[src/hdl/assert_macros.svh]
// ----------------------------------------------------------------------------
// assert_macros.svh
// concurrent assertion helpers, compiled out when SYNTHESIS is defined
// ----------------------------------------------------------------------------
`ifndef ASSERT_MACROS_SVH
`define ASSERT_MACROS_SVH

`ifndef SYNTHESIS

// condition must never hold
`define ASSERT_NEVER(label, clk, rst, cond, msg) \
  label: assert property (@(posedge clk) disable iff (rst) !(cond)) else $error(msg);

// antecedent implies consequent in the same cycle
`define ASSERT_IMPLY(label, clk, rst, ante, cons, msg) \
  label: assert property (@(posedge clk) disable iff (rst) (ante) |-> (cons)) else $error(msg);

// antecedent implies consequent in the following cycle
`define ASSERT_NEXT(label, clk, rst, ante, cons, msg) \
  label: assert property (@(posedge clk) disable iff (rst) (ante) |=> (cons)) else $error(msg);

`else

`define ASSERT_NEVER(label, clk, rst, cond, msg)
`define ASSERT_IMPLY(label, clk, rst, ante, cons, msg)
`define ASSERT_NEXT(label, clk, rst, ante, cons, msg)

`endif

`endif

[src/hdl/tcw_pkg.sv]
// ----------------------------------------------------------------------------
// tcw_pkg
// shared types and constants of the text console writer
// ----------------------------------------------------------------------------
`default_nettype none

package tcw_pkg;

  localparam int CHAR_W = 8;
  localparam int ATTR_W = 8;
  localparam int CELL_W = CHAR_W + ATTR_W;

  localparam logic [CHAR_W-1:0] CHAR_BACKSPACE = 8'd8;
  localparam logic [CHAR_W-1:0] CHAR_NEWLINE   = 8'd10;
  localparam logic [CHAR_W-1:0] CHAR_SPACE     = 8'd32;

  // attribute used by the clearing pass after reset
  localparam logic [ATTR_W-1:0] CLEAR_ATTR_RESET = 8'd15;

  typedef enum logic [1:0] {
    ACT_PUT   = 2'd0,
    ACT_SET   = 2'd1,
    ACT_CLEAR = 2'd2,
    ACT_READ  = 2'd3
  } action_t;

  // attribute source for blank fills
  typedef enum logic [1:0] {
    FILL_RESET = 2'd0,
    FILL_CLEAR = 2'd1,
    FILL_ITEM  = 2'd2
  } fill_sel_t;

  typedef struct packed {
    logic      capture;
    logic      cnt_clr;
    logic      cnt_inc;
    logic      put;
    logic      set_cursor;
    logic      rd_cell;
    logic      copy_rd;
    logic      fill_wr;
    fill_sel_t fill_sel;
    logic      load_result;
  } cmd_t;

  typedef struct packed {
    action_t act;
    logic    scroll;
    logic    copy_end;
    logic    fill_end;
    logic    out_free;
    logic    copy_pending;
  } status_t;

endpackage

`default_nettype wire

[src/hdl/tcw_ctrl.sv]
// ----------------------------------------------------------------------------
// tcw_ctrl
// sequencer for item decode, memory sweeps and result hand-off
// ----------------------------------------------------------------------------
`default_nettype none
`include "assert_macros.svh"

module tcw_ctrl (
  input  logic             clk,
  input  logic             rst,
  input  logic             item_valid,
  output logic             item_stall,
  output tcw_pkg::cmd_t    cmd,
  input  tcw_pkg::status_t status
);

  typedef enum logic [3:0] {
    S_INIT,
    S_IDLE,
    S_EXEC,
    S_READ_WAIT,
    S_CLEAR,
    S_COPY,
    S_DRAIN,
    S_BLANK,
    S_FINISH
  } state_t;

  state_t state;

  assign item_stall = (state != S_IDLE);

  always_comb begin
    cmd = '0;
    unique case (state)
      S_INIT: begin
        cmd.fill_wr  = 1'b1;
        cmd.fill_sel = tcw_pkg::FILL_RESET;
        cmd.cnt_inc  = 1'b1;
      end
      S_IDLE: begin
        if (item_valid) begin
          cmd.capture = 1'b1;
          cmd.cnt_clr = 1'b1;
        end
      end
      S_EXEC: begin
        unique case (status.act)
          tcw_pkg::ACT_PUT: begin
            cmd.put         = 1'b1;
            cmd.load_result = !status.scroll && status.out_free;
          end
          tcw_pkg::ACT_SET: begin
            cmd.set_cursor  = 1'b1;
            cmd.load_result = status.out_free;
          end
          tcw_pkg::ACT_CLEAR: begin
            cmd.cnt_clr = 1'b1;
          end
          tcw_pkg::ACT_READ: begin
            cmd.rd_cell = 1'b1;
          end
        endcase
      end
      S_READ_WAIT, S_FINISH: begin
        cmd.load_result = status.out_free;
      end
      S_CLEAR: begin
        cmd.fill_wr  = 1'b1;
        cmd.fill_sel = tcw_pkg::FILL_CLEAR;
        cmd.cnt_inc  = 1'b1;
      end
      S_COPY: begin
        cmd.copy_rd = 1'b1;
        cmd.cnt_inc = 1'b1;
      end
      S_DRAIN: begin
        cmd.cnt_inc = 1'b0;
      end
      S_BLANK: begin
        cmd.fill_wr  = 1'b1;
        cmd.fill_sel = tcw_pkg::FILL_ITEM;
        cmd.cnt_inc  = 1'b1;
      end
      default: begin
        cmd = '0;
      end
    endcase
  end

  always_ff @(posedge clk) begin
    if (rst) begin
      state <= S_INIT;
    end else begin
      unique case (state)
        S_INIT: begin
          if (status.fill_end) state <= S_IDLE;
        end
        S_IDLE: begin
          if (item_valid) state <= S_EXEC;
        end
        S_EXEC: begin
          unique case (status.act)
            tcw_pkg::ACT_PUT: begin
              if (status.scroll) state <= S_COPY;
              else if (status.out_free) state <= S_IDLE;
              else state <= S_FINISH;
            end
            tcw_pkg::ACT_SET: begin
              state <= status.out_free ? S_IDLE : S_FINISH;
            end
            tcw_pkg::ACT_CLEAR: begin
              state <= S_CLEAR;
            end
            tcw_pkg::ACT_READ: begin
              state <= S_READ_WAIT;
            end
          endcase
        end
        S_READ_WAIT, S_FINISH: begin
          if (status.out_free) state <= S_IDLE;
          else state <= S_FINISH;
        end
        S_CLEAR: begin
          if (status.fill_end) state <= S_FINISH;
        end
        S_COPY: begin
          if (status.copy_end) state <= S_DRAIN;
        end
        S_DRAIN: begin
          state <= S_BLANK;
        end
        S_BLANK: begin
          if (status.fill_end) state <= S_FINISH;
        end
        default: begin
          state <= S_INIT;
        end
      endcase
    end
  end

  `ASSERT_IMPLY(a_load_free, clk, rst, cmd.load_result, status.out_free, "result register overwritten")
  `ASSERT_IMPLY(a_idle_no_copy, clk, rst, state == S_IDLE, !status.copy_pending, "copy write left pending")
  `ASSERT_NEXT(a_scroll_starts, clk, rst, cmd.put && status.scroll, cmd.copy_rd, "scroll sweep not started")

endmodule

`default_nettype wire

[config.mk]
export PLATFORM = sky130hd
export DESIGN_NAME = tcw_ctrl
export DESIGN_NICKNAME = d
export VERILOG_FILES = /design/src/hdl/tcw_pkg.sv /design/src/hdl/tcw_ctrl.sv
export VERILOG_INCLUDE_DIRS = /design/src /design/src/hdl
export SDC_FILE = /design/constraint.sdc
export NUM_CORES = 1
export LEC_CHECK = 0
export BUFFER_PORTS_ARGS = -buffer_cell sky130_fd_sc_hd__buf_2
export CORE_AREA = 2 2 39 41
export DETAILED_ROUTE_END_ITERATION = 8
export DIE_AREA = 0 0 41 43
export PLACE_DENSITY_LB_ADDON = 0.05
export REMOVE_ABC_BUFFERS = 1
export SYNTH_ARGS = -nofsm -noshare
export SYNTH_HDL_FRONTEND = slang
export SYNTH_SLANG_ARGS = --single-unit
[constraint.sdc]
create_clock -name clk -period 4.7 [get_ports clk]
set_input_delay 0.94 -clock clk [delete_from_list [all_inputs] [get_ports clk]]
set_output_delay 0.94 -clock clk [all_outputs]
set_load 0.02 [all_outputs]
==> reports/results.txt <==
Port bufs -> 20
Cells after Synth -> 70
Antenna-violating nets left -> 0
Top cell type by total area after synthesis -> dfxtp_1
Fin Clk Skew -> 0.000326 ns
First-pass detailed-route iteration total -> 4
Sequential area share after synthesis -> 16.5%
Clock share of power -> 17.6%
DP HPWL -> 883 um
Routing usage on met1 -> 20.8%
Setup TNS -> 0 ns
GPL Wtd Cong -> 0.812
Worst-Margin Slew -> 0.497 ns
Crit. Startpoint -> state[1]
Final net count -> 101
Area growth syn-to-layout -> 20.1%
CP Class -> reg -> out
Final Max Tran Viols -> 0
Reg with most FFs -> state
CP endpoint kind -> primary output
Status -> complete, no violations
Crit start category -> register
Post-CTS setup buffers -> 0
Met2 Track Usage GR -> 23.1%
Period minus WS final -> 2.85 ns
Tot Pwr -> 0.000239 W
Root Driver -> clkbuf_4
Worst Path Buf+Inv -> 1
Hold Fails Final Rpt -> 0
Die area -> 1760 um2
Worst r2r path cells -> 5
Synth area leaders -> dfxtp_1, buf_6, nor2_1, a21oi_1, nor3_1
Vias -> 555
Worst vdd ir -> 304 uV
DRC -> 0
Complex-gate fraction of the synthesized area -> 29.4%
Clk buf depth -> 2
Synth Area in XOR/XNOR -> 0%
Cell breakdown of the critical path -> or4b_4 > nor3_2 > o21a_1 > buf_2
Die H -> 43 um
Worst-path clk slew -> 0.04 ns
Post-CTS resize count -> 0
Gr busiest metal -> met2
Flop pwr share -> 26.7%
Slowest CP cell -> dfxtp_1
Initial antenna violation count -> 0
Synth Area in Adders -> 0%
Layout cells sized above 1 -> 29.2%
Clock sink count -> 4
Vias in the first global route -> 455
Reg-to-Reg End -> state[3]
Cts bufs inserted -> 3
Routed wire length -> 1.15 mm
Ports -> 22
Hold path start -> state[0]
Largest net degree at the start of global routing -> 17
Fmax -> 0.350 GHz
Core Footprint -> 1380 um2
Worst skew pair latency -> 0.23 ns
Sw frac -> 47.6%
Tcrit/Tclk final -> 60.7%
Global-route wire length before repair -> 1.90 mm
Largest regs -> state x4
Post-CTS Hold Buffers -> 0
Tot GR Track Use -> 15.1%
Combinational fraction of design power -> 55.7%
Main combinational cell family by area after synthesis -> simple AND/OR/NAND/NOR gates
Crit path max fanout -> 16
Most common cell after layout, fill and taps aside -> buf_2
# rows -> 14
Yosys cell types -> 32
Flop2flop setup slack -> 2.92 ns
Die width -> 41 um
P_sw -> 0.000114 W
# diodes -> 0
Crit path max-delay family -> simple AND/OR/NAND/NOR gates
Hold EP -> state[0]
Worst hold path stage count -> 1
RSZ-0062 raised after global routing -> false
Setup violations, final -> 0
H-tree depth -> 1
Internal cell power -> 0.000125 W
Share of the synthesized area in the top cell type -> 16.5%
Slowest cell delay on critical path -> 0.62 ns
Crit path DAT -> 1.91 ns
CTS tree -> done
Hold crit path type -> reg -> reg
Overflow after GRT -> 0
Final core area utilization -> 42.1%
Slew HR -> 66.8%
Number of synthesized flops with an enable pin -> 0
Yosys reg bits -> 4
CP Data Required Time -> 3.76 ns
Worst r2r src -> state[1]
P per Cell Area -> 410 nW/um2
Syn_area_per_cell -> 6.94 um2
Global routing usage on met3 -> 4.71%
YS warnings -> 0
Max Cap Viol -> 0
Drt first-iter violations -> 12
Reported leakage power -> 0.263 nW
Drt via density -> 5.29
Commonest cells after routing, fill and taps aside -> buf_2, nor2_1, nand2_1, nor3_1, a21oi_1
Synthesized area -> 485 um2
Synth Area in Simple Gates -> 39.7%
Async SR Flop Fraction -> 0%
Max reg flops -> 4
Wire length per cell -> 10.9 um
Mux contribution to synthesized area -> 2.06%
Ys flop type -> dfxtp_1
Starting density of the core -> 35.1%
[worst reg2reg max path: stages, from the launching register on]
cell and delay [ns]:
dfxtp_1 0.62, or4b_4 0.57, nor3_2 0.20, a21oi_1 0.06, o22a_1 0.20, nor2_2 0.07
[how the worst max path moves through the flow]
stage                   to  slack, ns  cells after the start
global placement    cmd[0]       2.08                      4
detailed placement  cmd[0]       2.09                      4
CTS                 cmd[0]       1.83                      4
finish              cmd[0]       1.85                      4
floorplan           cmd[8]       2.13                      3
global route        cmd[9]       1.71                      4
[cells by family after synthesis]
logic type / Yosys count
simple gates: 36
compound gates: 21
buf+inv: 8
flops: 4
mux: 1
[layout make-up]
type	count	area [um2]
Clock buffer	3	22.5
Multi-Input combinational cell	58	345
Timing Repair Buffer	20	100
Inverter	4	15.0
Tap cell	16	20.0
Fill cell	168	801
Sequential cell	4	80.1
[per-layer routing]
layer / vias up / routed length [um]
met5: - / 0
met4: 0 / 0
met3: 0 / 70
met2: 16 / 539
met1: 245 / 535
li1: 294 / -
[power groups by stage]
stage | clock [W] | sequential (W) | combinational (W)
after floorplan | 0 | 0.0000572 | 0.0000991
after global placement | 0 | 0.0000643 | 0.000134
after detailed placement | 0 | 0.0000646 | 0.000134
after CTS | 0.0000441 | 0.0000638 | 0.000134
after global routing | 0.0000481 | 0.0000657 | 0.000146
final | 0.0000420 | 0.0000638 | 0.000133
[Yosys cell counts (4+ instances only)]
master	count
nor2_1	10
nor3_1	5
nand2_1	5
a21oi_1	5
buf_6	4
inv_1	4
dfxtp_1	4
[through the flow]
step / cells / hold WS (ns) / setup WS, ns / cell area [um2]
final: 105 / 0.694 / 1.85 / 583
after global placement: 102 / 0.689 / 2.08 / 561
after detailed placement: 102 / 0.690 / 2.09 / 561
after floorplan: 66 / 0.605 / 2.13 / 440
after CTS: 105 / 0.699 / 1.83 / 583
after global routing: 105 / 0.728 / 1.71 / 583
Power figures use the tool's default switching activity.
